## src/hw/rtl/strr_pkg.sv

```systemverilog
package strr_pkg;

    localparam int          SRC_OFF_W  = 13;
    localparam int          DST_OFF_W  = 14;
    localparam logic [3:0]  STYLE_FULL = 4'hF;
    localparam logic [7:0]  STYLE_FLAG = 8'h10;
    localparam logic [13:0] DST_MAX    = 14'h3FFF;

    // command queue between front and back
    localparam int Q_DEPTH = 4;
    localparam int Q_AW    = $clog2(Q_DEPTH);
    localparam int Q_CW    = $clog2(Q_DEPTH + 1);

    // register map, index = paddr / 4
    localparam logic [2:0] REG_SET_BITS  = 3'd0;
    localparam logic [2:0] REG_KEEP_MASK = 3'd1;
    localparam logic [2:0] REG_RANGE_BEG = 3'd2;
    localparam logic [2:0] REG_RANGE_END = 3'd3;
    localparam logic [2:0] REG_CURSOR    = 3'd4;

    typedef struct packed {
        logic       action;
        logic [7:0] in_byte;
    } t_in;

    typedef struct packed {
        logic [7:0]           out_byte;
        logic                 byte_valid;
        logic [DST_OFF_W-1:0] cursor_dest;
        logic                 last;
    } t_out;

    typedef struct packed {
        logic [3:0]           style_set_bits;
        logic [3:0]           style_keep_mask;
        logic [SRC_OFF_W-1:0] range_begin;
        logic [SRC_OFF_W-1:0] range_end;
        logic [SRC_OFF_W-1:0] cursor_source;
    } t_cfg;

    // one queued command: optional style byte, 0..4 char bytes, optional final word
    typedef struct packed {
        logic                 style_vld;
        logic [3:0]           style;
        logic [2:0]           nbytes;
        logic [3:0][7:0]      bytes;
        logic                 is_last;
        logic [DST_OFF_W-1:0] cursor;
    } t_cmd;

endpackage

```

## src/hw/rtl/styled_text_range_restyler_core.sv

```systemverilog
// Channel   | Signals                                  | Moves
// ----------+------------------------------------------+-------------------------------------
// input     | i_in_valid / o_in_ready / i_in_word      | one source byte or end-of-word item
// output    | o_out_valid / i_out_ready / o_out_word   | one emitted byte or the final word
// config    | psel penable pwrite paddr pwdata prdata  | 5 regs at byte offsets 0,4,..,16
//
// Input: one word per cycle as long as the command queue (4 deep) has room.
// Output: one word per cycle from the back end while the queue is non-empty and
//   i_out_ready is high; a source unit expands to at most five output words, so
//   the sustained input rate is set by the output port. Path: queue, then output register.
// Reset: synchronous, active low; clears word state, queue pointers and output valid flag.
// Stalls: output backpressure fills the queue, then drops o_in_ready; the front
//   keeps classifying until the queue is full.
module styled_text_range_restyler_core
    import strr_pkg::*;
#(
    parameter int MAX_WORD_BYTES = 4096
) (
    input  logic        i_clk,
    input  logic        i_rst_n,
    // source words
    input  logic        i_in_valid,
    output logic        o_in_ready,
    input  t_in         i_in_word,
    // result words
    output logic        o_out_valid,
    input  logic        i_out_ready,
    output t_out        o_out_word,
    // register port
    input  logic        psel,
    input  logic        penable,
    input  logic        pwrite,
    input  logic [4:0]  paddr,
    input  logic [31:0] pwdata,
    output logic [31:0] prdata,
    output logic        pready
);

    // config registers
    logic [3:0]           r_set_bits;
    logic [3:0]           r_keep_mask;
    logic [SRC_OFF_W-1:0] r_range_beg;
    logic [SRC_OFF_W-1:0] r_range_end;
    logic [SRC_OFF_W-1:0] r_cursor_src;

    logic       reg_wr;
    logic [2:0] reg_idx;
    t_cfg       cfg;

    // front/queue/back hookup
    logic q_push, q_full, q_pop, q_empty;
    t_cmd q_push_cmd, q_head;

    assign pready  = 1'b1;
    assign reg_wr  = psel && penable && pwrite;
    assign reg_idx = paddr[4:2];

    always_ff @(posedge i_clk) begin
        if (!i_rst_n) begin
            r_set_bits   <= '0;
            r_keep_mask  <= STYLE_FULL;
            r_range_beg  <= '0;
            r_range_end  <= '0;
            r_cursor_src <= '0;
        end else if (reg_wr) begin
            case (reg_idx)
                REG_SET_BITS:  r_set_bits   <= pwdata[3:0];
                REG_KEEP_MASK: r_keep_mask  <= pwdata[3:0];
                REG_RANGE_BEG: r_range_beg  <= pwdata[SRC_OFF_W-1:0];
                REG_RANGE_END: r_range_end  <= pwdata[SRC_OFF_W-1:0];
                REG_CURSOR:    r_cursor_src <= pwdata[SRC_OFF_W-1:0];
                default:       ; // unmapped index, write dropped
            endcase
        end
    end

    always_comb begin
        unique case (reg_idx)
            REG_SET_BITS:  prdata = {28'd0, r_set_bits};
            REG_KEEP_MASK: prdata = {28'd0, r_keep_mask};
            REG_RANGE_BEG: prdata = {19'd0, r_range_beg};
            REG_RANGE_END: prdata = {19'd0, r_range_end};
            REG_CURSOR:    prdata = {19'd0, r_cursor_src};
            default:       prdata = '0;
        endcase
    end

    assign cfg.style_set_bits  = r_set_bits;
    assign cfg.style_keep_mask = r_keep_mask;
    assign cfg.range_begin     = r_range_beg;
    assign cfg.range_end       = r_range_end;
    assign cfg.cursor_source   = r_cursor_src;

    // front: UTF-8 unit assembly, classification, style/offset bookkeeping
    strr_front #(
        .MAX_WORD_BYTES (MAX_WORD_BYTES)
    ) u_front (
        .i_clk      (i_clk),
        .i_rst_n    (i_rst_n),
        .i_cfg      (cfg),
        .i_in_valid (i_in_valid),
        .o_in_ready (o_in_ready),
        .i_in_word  (i_in_word),
        .i_q_full   (q_full),
        .o_push     (q_push),
        .o_push_cmd (q_push_cmd)
    );

    // command queue decouples the two sides
    strr_queue u_queue (
        .i_clk      (i_clk),
        .i_rst_n    (i_rst_n),
        .i_push     (q_push),
        .i_push_cmd (q_push_cmd),
        .o_full     (q_full),
        .i_pop      (q_pop),
        .o_empty    (q_empty),
        .o_head     (q_head)
    );

    // back: serializes each command into output words
    strr_back u_back (
        .i_clk       (i_clk),
        .i_rst_n     (i_rst_n),
        .i_empty     (q_empty),
        .i_head      (q_head),
        .o_pop       (q_pop),
        .o_out_valid (o_out_valid),
        .i_out_ready (i_out_ready),
        .o_out_word  (o_out_word)
    );

endmodule

```

## src/hw/rtl/strr_front.sv

```systemverilog
module strr_front
    import strr_pkg::*;
#(
    parameter int MAX_WORD_BYTES = 4096
) (
    input  logic i_clk,
    input  logic i_rst_n,
    input  t_cfg i_cfg,
    input  logic i_in_valid,
    output logic o_in_ready,
    input  t_in  i_in_word,
    input  logic i_q_full,
    output logic o_push,
    output t_cmd o_push_cmd
);

    localparam int SW = $clog2(MAX_WORD_BYTES + 1);
    localparam int CW = (SW > SRC_OFF_W) ? SW : SRC_OFF_W;

    logic [SW-1:0]        r_src,       n_src;
    logic [DST_OFF_W-1:0] r_dst,       n_dst;
    logic [3:0]           r_src_style, n_src_style;
    logic [3:0]           r_dst_style, n_dst_style;
    logic [3:0]           r_mask,      n_mask;
    logic [3:0]           r_set,       n_set;
    logic [2:0]           r_have,      n_have;
    logic [2:0]           r_need,      n_need;
    logic [DST_OFF_W-1:0] r_mark,      n_mark;
    logic                 r_stopped,   n_stopped;
    logic                 r_cur_hit,   n_cur_hit;
    logic [7:0]           r_pend [4];

    logic                 accept;
    logic                 live;
    logic                 unit_start;
    logic                 beg_hit, end_hit, cur_hit_now, cur_hit_end;
    logic [3:0][7:0]      e_bytes;
    logic [2:0]           e_n;
    logic [3:0]           e_mask, e_set;
    logic                 e_hit;
    logic [DST_OFF_W-1:0] e_mark;
    logic [3:0]           target;
    logic                 style_chg;
    logic [DST_OFF_W:0]   sum_s, sum_a;
    logic [DST_OFF_W-1:0] dst_style_done, dst_all_done, mark_done;
    logic [2:0]           need_v, have_v;
    logic [20:0]          cp;
    logic                 is_ctrl;

    function automatic logic [2:0] unit_len(input logic [7:0] b);
        logic [2:0] len;
        if (b >= 8'hC0 && b < 8'hE0) begin
            len = 3'd2;
        end else if (b >= 8'hE0 && b < 8'hF0) begin
            len = 3'd3;
        end else if (b >= 8'hF0 && b < 8'hF8) begin
            len = 3'd4;
        end else begin
            len = 3'd1;
        end
        return len;
    endfunction

    assign o_in_ready = !i_q_full;
    assign accept     = i_in_valid && o_in_ready;
    assign live       = !r_stopped && (r_src < SW'(MAX_WORD_BYTES));
    assign unit_start = (r_have == 3'd0);

    assign beg_hit     = CW'(r_src) == CW'(i_cfg.range_begin);
    assign end_hit     = CW'(r_src) == CW'(i_cfg.range_end);
    assign cur_hit_now = CW'(r_src) == CW'(i_cfg.cursor_source);
    assign cur_hit_end = cur_hit_now;

    // unit being emitted: pending unit on end, or pending plus this byte
    always_comb begin
        for (int i = 0; i < 4; i++) begin
            if (!i_in_word.action && (r_have[1:0] == 2'(i))) begin
                e_bytes[i] = i_in_word.in_byte;
            end else begin
                e_bytes[i] = r_pend[i];
            end
        end
        if (i_in_word.action) begin
            e_n    = r_have;
            e_mask = r_mask;
            e_set  = r_set;
            e_hit  = r_cur_hit;
            e_mark = r_mark;
        end else begin
            e_n = r_have + 3'd1;
            if (unit_start) begin
                e_mask = end_hit ? STYLE_FULL : (beg_hit ? i_cfg.style_keep_mask : r_mask);
                e_set  = end_hit ? 4'h0       : (beg_hit ? i_cfg.style_set_bits  : r_set);
                e_hit  = cur_hit_now;
                e_mark = cur_hit_now ? r_dst : r_mark;
            end else begin
                e_mask = r_mask;
                e_set  = r_set;
                e_hit  = r_cur_hit;
                e_mark = r_mark;
            end
        end
    end

    assign target    = (r_src_style & e_mask) | e_set;
    assign style_chg = (target != r_dst_style);
    assign sum_s     = {1'b0, r_dst} + 15'(style_chg);
    assign sum_a     = sum_s + 15'(e_n);
    assign dst_style_done = (sum_s > {1'b0, DST_MAX}) ? DST_MAX : sum_s[DST_OFF_W-1:0];
    assign dst_all_done   = (sum_a > {1'b0, DST_MAX}) ? DST_MAX : sum_a[DST_OFF_W-1:0];
    assign mark_done      = (style_chg && e_hit) ? dst_style_done : e_mark;

    assign need_v = unit_start ? unit_len(i_in_word.in_byte) : r_need;
    assign have_v = r_have + 3'd1;

    always_comb begin
        case (need_v)
            3'd2:    cp = {10'd0, e_bytes[0][4:0], e_bytes[1][5:0]};
            3'd3:    cp = {5'd0, e_bytes[0][3:0], e_bytes[1][5:0], e_bytes[2][5:0]};
            3'd4:    cp = {e_bytes[0][2:0], e_bytes[1][5:0], e_bytes[2][5:0],
                           e_bytes[3][5:0]};
            default: cp = {13'd0, e_bytes[0]};
        endcase
    end

    // lone bytes 0x80..0xFF print as they are
    assign is_ctrl = (cp <= 21'h1F || (cp >= 21'h7F && cp <= 21'h9F)
                      || cp == 21'h2028 || cp == 21'h2029)
                     && !(need_v == 3'd1 && cp >= 21'h80);

    always_comb begin
        n_src       = r_src;
        n_dst       = r_dst;
        n_src_style = r_src_style;
        n_dst_style = r_dst_style;
        n_mask      = r_mask;
        n_set       = r_set;
        n_have      = r_have;
        n_need      = r_need;
        n_mark      = r_mark;
        n_stopped   = r_stopped;
        n_cur_hit   = r_cur_hit;
        o_push      = 1'b0;
        o_push_cmd  = '0;
        o_push_cmd.style  = target;
        o_push_cmd.nbytes = e_n;
        o_push_cmd.bytes  = e_bytes;

        if (accept && i_in_word.action) begin
            o_push             = 1'b1;
            o_push_cmd.is_last = 1'b1;
            if (r_stopped) begin
                o_push_cmd.nbytes = 3'd0;
                o_push_cmd.cursor = r_mark;
            end else if (r_have != 3'd0) begin
                o_push_cmd.style_vld = style_chg;
                o_push_cmd.cursor    = cur_hit_end ? dst_all_done : mark_done;
            end else begin
                o_push_cmd.nbytes = 3'd0;
                o_push_cmd.cursor = cur_hit_end ? r_dst : r_mark;
            end
            // word done: back to reset values
            n_src       = '0;
            n_dst       = '0;
            n_src_style = '0;
            n_dst_style = '0;
            n_mask      = STYLE_FULL;
            n_set       = '0;
            n_have      = '0;
            n_need      = '0;
            n_mark      = '0;
            n_stopped   = 1'b0;
            n_cur_hit   = 1'b0;
        end else if (accept && live) begin
            n_src  = r_src + SW'(1);
            n_mask = e_mask;
            n_set  = e_set;
            n_mark = e_mark;
            if (have_v >= need_v) begin
                n_have    = '0;
                n_need    = '0;
                n_cur_hit = 1'b0;
                if (cp == 21'd0) begin
                    n_stopped = 1'b1;
                end else if (is_ctrl) begin
                    n_src_style = cp[3:0];
                end else begin
                    o_push               = 1'b1;
                    o_push_cmd.style_vld = style_chg;
                    n_dst_style          = target;
                    n_dst                = dst_all_done;
                    n_mark               = mark_done;
                end
            end else begin
                n_have    = have_v;
                n_need    = need_v;
                n_cur_hit = e_hit;
            end
        end
    end

    always_ff @(posedge i_clk) begin
        if (!i_rst_n) begin
            r_src       <= '0;
            r_dst       <= '0;
            r_src_style <= '0;
            r_dst_style <= '0;
            r_mask      <= STYLE_FULL;
            r_set       <= '0;
            r_have      <= '0;
            r_need      <= '0;
            r_mark      <= '0;
            r_stopped   <= 1'b0;
            r_cur_hit   <= 1'b0;
        end else begin
            r_src       <= n_src;
            r_dst       <= n_dst;
            r_src_style <= n_src_style;
            r_dst_style <= n_dst_style;
            r_mask      <= n_mask;
            r_set       <= n_set;
            r_have      <= n_have;
            r_need      <= n_need;
            r_mark      <= n_mark;
            r_stopped   <= n_stopped;
            r_cur_hit   <= n_cur_hit;
        end
    end

    always_ff @(posedge i_clk) begin
        if (accept && !i_in_word.action && live) begin
            r_pend[r_have[1:0]] <= i_in_word.in_byte;
        end
    end

endmodule

```

## src/hw/rtl/strr_queue.sv

```systemverilog
module strr_queue
    import strr_pkg::*;
(
    input  logic i_clk,
    input  logic i_rst_n,
    input  logic i_push,
    input  t_cmd i_push_cmd,
    output logic o_full,
    input  logic i_pop,
    output logic o_empty,
    output t_cmd o_head
);

    t_cmd            r_mem [Q_DEPTH];
    logic [Q_AW-1:0] r_wr, n_wr;
    logic [Q_AW-1:0] r_rd, n_rd;
    logic [Q_CW-1:0] r_cnt, n_cnt;
    logic            do_push, do_pop;

    assign o_full  = (r_cnt == Q_CW'(Q_DEPTH));
    assign o_empty = (r_cnt == '0);
    assign o_head  = r_mem[r_rd];
    assign do_push = i_push && !o_full;
    assign do_pop  = i_pop && !o_empty;

    always_comb begin
        n_wr  = do_push ? Q_AW'((32'(r_wr) + 1) % Q_DEPTH) : r_wr;
        n_rd  = do_pop  ? Q_AW'((32'(r_rd) + 1) % Q_DEPTH) : r_rd;
        n_cnt = r_cnt + Q_CW'(do_push) - Q_CW'(do_pop);
    end

    always_ff @(posedge i_clk) begin
        if (!i_rst_n) begin
            r_wr  <= '0;
            r_rd  <= '0;
            r_cnt <= '0;
        end else begin
            r_wr  <= n_wr;
            r_rd  <= n_rd;
            r_cnt <= n_cnt;
        end
    end

    always_ff @(posedge i_clk) begin
        if (do_push) begin
            r_mem[r_wr] <= i_push_cmd;
        end
    end

endmodule

```

## src/hw/rtl/strr_back.sv

```systemverilog
module strr_back
    import strr_pkg::*;
(
    input  logic i_clk,
    input  logic i_rst_n,
    input  logic i_empty,
    input  t_cmd i_head,
    output logic o_pop,
    output logic o_out_valid,
    input  logic i_out_ready,
    output t_out o_out_word
);

    logic       r_out_valid, n_out_valid;
    t_out       r_out,       n_out;
    logic [2:0] r_idx,       n_idx;
    logic [2:0] total;
    logic [2:0] k;
    logic       adv, take;
    t_out       word;

    assign total = 3'(i_head.style_vld) + i_head.nbytes + 3'(i_head.is_last);
    assign k     = r_idx - 3'(i_head.style_vld);
    assign adv   = !r_out_valid || i_out_ready;
    assign take  = adv && !i_empty;
    assign o_pop = take && (r_idx == total - 3'd1);

    always_comb begin
        word = '0;
        if (i_head.style_vld && r_idx == 3'd0) begin
            word.out_byte   = STYLE_FLAG | {4'h0, i_head.style};
            word.byte_valid = 1'b1;
        end else if (k < i_head.nbytes) begin
            word.out_byte   = i_head.bytes[k[1:0]];
            word.byte_valid = 1'b1;
        end else begin
            word.cursor_dest = i_head.cursor;
            word.last        = 1'b1;
        end
    end

    always_comb begin
        n_out_valid = r_out_valid;
        n_out       = r_out;
        n_idx       = r_idx;
        if (take) begin
            n_out_valid = 1'b1;
            n_out       = word;
            n_idx       = o_pop ? 3'd0 : r_idx + 3'd1;
        end else if (adv) begin
            n_out_valid = 1'b0;
        end
    end

    always_ff @(posedge i_clk) begin
        if (!i_rst_n) begin
            r_out_valid <= 1'b0;
            r_idx       <= '0;
        end else begin
            r_out_valid <= n_out_valid;
            r_idx       <= n_idx;
        end
    end

    always_ff @(posedge i_clk) begin
        r_out <= n_out;
    end

    assign o_out_valid = r_out_valid;
    assign o_out_word  = r_out;

endmodule
```

## config.mk

```make
export PLATFORM = sky130hd
export DESIGN_NAME = styled_text_range_restyler_core
export DESIGN_NICKNAME = d
export VERILOG_FILES = /design/src/hw/rtl/strr_pkg.sv /design/src/hw/rtl/styled_text_range_restyler_core.sv /design/src/hw/rtl/strr_front.sv /design/src/hw/rtl/strr_queue.sv /design/src/hw/rtl/strr_back.sv
export SDC_FILE = /design/constraint.sdc
export NUM_CORES = 1
export LEC_CHECK = 0
export BUFFER_PORTS_ARGS = -buffer_cell sky130_fd_sc_hd__buf_4
export CAP_MARGIN = 25
export CELL_PAD_IN_SITES_DETAIL_PLACEMENT = 0
export CELL_PAD_IN_SITES_GLOBAL_PLACEMENT = 1
export CORE_MARGIN = 3
export CORE_UTILIZATION = 50
export CTS_BUF_LIST = sky130_fd_sc_hd__clkbuf_4 sky130_fd_sc_hd__clkbuf_8
export DETAILED_ROUTE_END_ITERATION = 6
export GPL_TIMING_DRIVEN = 0
export PLACE_DENSITY_LB_ADDON = 0.05
export SYNTH_ARGS = -nofsm -noshare
export SYNTH_HDL_FRONTEND = slang
export SYNTH_SLANG_ARGS = --single-unit
export TNS_END_PERCENT = 5
```

## constraint.sdc

```tcl
create_clock -name i_clk -period 6.28 [get_ports i_clk]
set_input_delay 0.628 -clock i_clk [delete_from_list [all_inputs] [get_ports i_clk]]
set_output_delay 0.628 -clock i_clk [all_outputs]
set_load 0.1 [all_outputs]
```

After elaboration in Yosys (flattened, before gate mapping). Memory sizes are Yosys's and may differ from the RTL's. A register that Yosys moved wholly into a read port is not among the register bits. Index checks and enable logic that the tools add are counted.

Input port bits: 53. Bits in writable memories: 252. Output and inout port bits: 59. Memories: 2. Register bits: 147.

Memories: u_queue.r_mem (words 4, width 55, rd ports 1, clocked after memory_dff 1, write ports 1, line strr_queue.sv:14) `t_cmd r_mem [Q_DEPTH];`; u_front.r_pend (words 4, width 8, rd ports 4, clocked after memory_dff 0, write ports 1, line strr_front.sv:31) `logic [7:0] r_pend [4];`.

Add/subtract/negate cells: 13. Bitwise gates (word level): 6. Reduce and logical (&&, ||, !) cells: 53. Magnitude comparators: 16. Equality and inequality tests: 19. Muxes and demuxes: 66.

Operators by type and width (count): two-way mux 14 bit (12); case mux 13 bit (5 select lines) (1); case mux 21 bit (3 select lines) (1); == test 21 x 14 -> 1 bit, second input constant (2); two-way mux 8 bit (5); == test 13 bit (3); two-way mux 3 bit (11); two-way mux 4 bit (8); > comparator 15 x 14 -> 1 bit, second input constant (2); >= comparator 8 bit, second input constant (3); logical AND 1 bit (24); less-than comparator 8 bit, second input constant (3); two-way mux 1 bit (22); >= comparator 21 x 7 -> 1 bit, second input constant (1); >= comparator 21 x 8 -> 1 bit, second input constant (1); <= comparator 21 x 5 -> 1 bit, second input constant (1); <= comparator 21 x 8 -> 1 bit, second input constant (1); logical NOT 21 bit (1); binary-select mux 8 bit (select 2 bit) (1); adder 14 x 1 -> 15 bit (1); adder 15 x 3 -> 15 bit (1); two-way mux 15 bit (1); adder 13 x 1 -> 13 bit, second input constant (1); less-than comparator 13 bit, second input constant (1); 32 further kinds (65).

Logic depth before layout (Yosys ltp).
Depth in word-level cells: 22. Mapped depth: 26. Depth with buffers taken out: 23.

By module. Synthesis repeated with hierarchy kept, for this count alone.

Cell total of the unflattened synthesis: 1588. Area, all modules: 19648.8 µm².

Modules (own cells, without submodules): strr_queue (cells an instance 337, seq. area each 6786.5 µm², area each 8486.9 µm², instances 1); strr_front (cells an instance 892, seq. area each 2262.2 µm², area each 7282.0 µm², instances 1); styled_text_range_restyler_core (cells an instance 250, seq. area each 940.9 µm², area each 2353.5 µm², instances 1); strr_back (cells an instance 109, seq. area each 800.8 µm², area each 1526.5 µm², instances 1).

Worst setup path before layout. OpenSTA, ideal clock, no wires.

Kind: flip-flop to flip-flop. From: register with a tool-made name. To: register u_queue.r_cnt[2]. Library setup time: 0.128 ns. Period minus slack after synthesis: 5.699 ns. Buffers on the path: 5. Arrival: 5.572 ns. Slack: 0.581 ns. Stages on the path, launching flop included: 22. Data required time: 6.152 ns. Path through: dfxtp_1 buf_2 buf_2 buf_2 buf_1 buf_2 mux4_2 inv_1 ha_1 inv_1 ha_1 fa_1 xor2_1 nor4_1 ha_1 inv_1 ha_1 inv_1 fa_1 xor2_1 xnor2_1 nor2_1.

RTL lines: to (signal assigned) (line strr_queue.sv:40) `r_cnt <= n_cnt;`; to (decl) (line strr_queue.sv:17) `logic [Q_CW-1:0] r_cnt, n_cnt;`.

==> results_dict.tcl <==
set metrics [dict create \
    synth_edf_count 276 \
    ys_async_sr_fraction 0 \
    crit_fanout 10 \
    die_y_um 203 \
    rsz0062_at_grt "true" \
    post-place-ws_ps -1230 \
    relSlewSlack 0.330 \
    wire_per_inst_um 22.2 \
    initial_core_util 0.511 \
    num_io_pins 112 \
    maxCapViolCount 0 \
    grt-ovfl-total 0 \
    whs_path_depth 2 \
    fin_skew_ps 36.4 \
    synthesis.area_um2 19400 \
    utilization 0.588 \
    viasPerCell 5.83 \
    num_rows 71 \
    r2r_end "u_queue.r_mem[1][12]" \
    fp.dieW_um 203 \
    worstPathArrival_ps 6350 \
    worst_slew_pin_slew_ps 1000 \
    fin_crit_sh 0.965 \
    clk_latency_ps 620 \
    ir_worst_vdd_uv 209 \
    min_from "i_rst_n" \
    reg2reg_from "u_front.r_have[0]" \
    setup_violations 0 \
    cp-end-kind "register" \
    dr.pass1.iters 6 \
    dieArea_um2 41200 \
    multiInputGateArea_um2 8090 \
    yosys.cell_types.count 89 \
    grt_usage 0.250 \
    numCtsBuffers 69 \
    ff2ff_setup_slack_ps 220 \
    drt_first_iter_violations 1175 \
    syn_area_per_cell_um2 12.1 \
    r2r_cells 25 \
    hp-class "input port to register" \
    ys.flop_type "edfxtp_1" \
    fp.coreArea_um2 37900 \
    fmax_ghz 0.165 \
    drive_above_1_share 0.228 \
    grt_pass1_vias 13400 \
    vias 13500 \
    synth_seq_cells 401 \
    clkSinkCount 401 \
    hold_end "r_keep_mask[3]" \
    power.leakage_nw 8.00 \
    startpoint_type "register" \
    final_max_slew_viol_count 0 \
    setup_slack_ps 217 \
    grt_max_degree 56 \
    ant_nets 0 \
    antenna_found_initial 0 \
    nFillCells 3204 \
    grt_pass1_wl_um 78900 \
    regArea_um2 10800 \
    cts_root_buf "clkbuf_8" \
    totalWireLength_um 51600 \
    cts_tree "done" \
    holdWs_ps 256 \
    htreeDepth 3 \
    fin_crit_ps 6060 \
    globalplace.congestion 0.929 \
    yosysSeqAreaShare 0.557 \
    placed_cells 2200 \
    crit_type "register to register" \
    required_ps 6570 \
    area_growth_pct 15.1 \
    path_clk_slew_ps 60 \
    dpl.hpwl_um 35800 \
    port_buffers 69 \
    status "completed" \
    instances_no_fill 2324 \
    p_per_area_nw_per_um2 413 \
    synth_cells 1600 \
    remaining_drc_errors 0 \
    final_net_count 1844 \
    yosysWarningCount 0 \
    finalHoldViolCount 0 \
    cts_buffer_depth 3 \
]
-- stage by stage --
step / setup TNS (ps) / power (mW) / instance area, µm²
global placement: -60070 / 6.76 / 20600
global route: -294 / 9.67 / 22300
floorplan: 0 / 5.95 / 19500
detailed placement: -58450 / 6.81 / 20600
CTS: 0 / 9.25 / 22200
finish: 0 / 9.21 / 22300
-- cell usage after synthesis (14+ instances only) --
library cell / number / area, µm²
edfxtp_1: 276 / 8290
nand2_1: 156 / 586
dfxtp_1: 125 / 2500
nor2_1: 118 / 443
a21oi_1: 78 / 390
clkbuf_1: 65 / 244
mux4_2: 63 / 1420
mux2i_1: 56 / 561
xor2_1: 49 / 429
inv_1: 44 / 165
nand3_1: 39 / 195
xnor2_1: 36 / 315
nor3_1: 35 / 175
o21ai_0: 30 / 150
mux2_2: 28 / 315
ha_1: 26 / 325
buf_4: 25 / 188
nor2b_1: 23 / 144
a211oi_1: 18 / 135
a22oi_1: 18 / 135
and2_1: 17 / 106
buf_2: 17 / 85.1
nand2b_1: 17 / 106
nand4_1: 14 / 87.6
-- power by group --
part           leakage, nW  internal [mW]  switching, mW
sequential            3.58           3.27          0.124
clock                0.755           1.36           1.05
combinational         3.66           1.19           2.21
total                 8.00           5.82           3.39
-- area by class of cell --
class / count / share of cell area
multi-input cells: 1050 / 0.363
flip-flops and latches: 401 / 0.484
plain buffers: 117 / 0.0270
clock buffers: 103 / 0.0557
clock inverters: 18 / 0.00757
diodes: 1 / 0.000112
inverters: 46 / 0.00774
well taps: 511 / 0.0287
repair buffers: 77 / 0.0267
-- worst max-delay path, stage by stage, from the launching register on --
cell and delay (ps):
dfxtp_1 390, inv_1 120, ha_2 270, nor3b_2 220
nand4_1 100, buf_4 170, buf_2 180, or4_1 530
a21oi_1 250, o21a_1 160, o22ai_2 100, or2_4 310
ha_1 250, ha_2 370, inv_1 60, fa_1 420
inv_1 70, a21oi_1 90, nor2_2 230, nand4_1 220
o21ai_1 320, nand3_1 140, xor2_1 280, a21oi_1 120
a21oi_1 210, o22ai_2 180
-- placed cells by master, fill, tap and decap left out, drive strengths merged, types with 9 or more instances in the layout --
cell type  count
a21oi         78
o22ai         15
mux2i         57
conb          20
nor4          15
a211oi        18
dfxtp        125
edfxtp       276
inv           48
a311oi        14
mux2          28
nand4         14
a221oi        10
ha            26
or4            9
xor2          49
and3           9
clkbuf       166
clkinv        13
mux4          63
a22oi         18
nand2b        18
nor3          38
o41ai         12
buf          131
nand3         39
nor2         118
nand2        158
xnor2         36
and2          18
nor2b         23
o21ai         36
-- cells by family (layout without fill, tap and decap cells) --
family,count (synthesis),in the layout,share of synthesized area
simple gates,493,493,0.124
flops,401,401,0.557
compound gates,274,274,0.101
buf+inv,167,361,0.0402
mux,148,148,0.119
xor+xnor,85,85,0.0384
fa+ha+maj,30,30,0.0204
other cells,2,21,0.000387
-- registers in the layout, indices dropped and copies added (netlist names), 13 cells and up, named ones only --
register           count
r_cursor_src          13
r_range_beg           13
r_range_end           13
u_back.o_out_word     24
u_front.r_dst         14
u_front.r_mark        14
u_front.r_pend        32
u_front.r_src         13
u_queue.r_mem        220
-- timing repair --
item	CTS	global route
endpoints found under the setup margin	72	60
pin swaps	3	4
endpoints found under the hold margin	0	0
cloned	0	0
hold buffers	0	0
buffers inserted	2	3
gates resized for setup	22	24
-- metal layers --
metal / global-route usage / vias up / part of all wire
met4: 0.0918 / 0 / 0.027
met2: 0.394 / 475 / 0.47
met1: 0.346 / 6667 / 0.44
met5: 0 / - / 0
li1: - / 6304 / -
met3: 0.0494 / 99 / 0.064
-- how the worst max path moves through the flow --
stage	endpoint	slack [ps]	start
2_1_floorplan	u_queue.r_cnt[2]	580	register
3_3_place_gp	u_queue.r_mem[0][13]	-1240	i_in_word[8]
3_5_place_dp	u_queue.r_mem[1][11]	-1230	i_in_word[8]
4_1_cts	u_queue.r_mem[3][4]	7	u_front.r_have[0]
5_1_grt	u_queue.r_mem[0][12]	-60	u_front.r_have[0]
6_report	u_queue.r_mem[1][12]	220	u_front.r_have[0]
No activity file was read; power rests on OpenSTA's default activity.
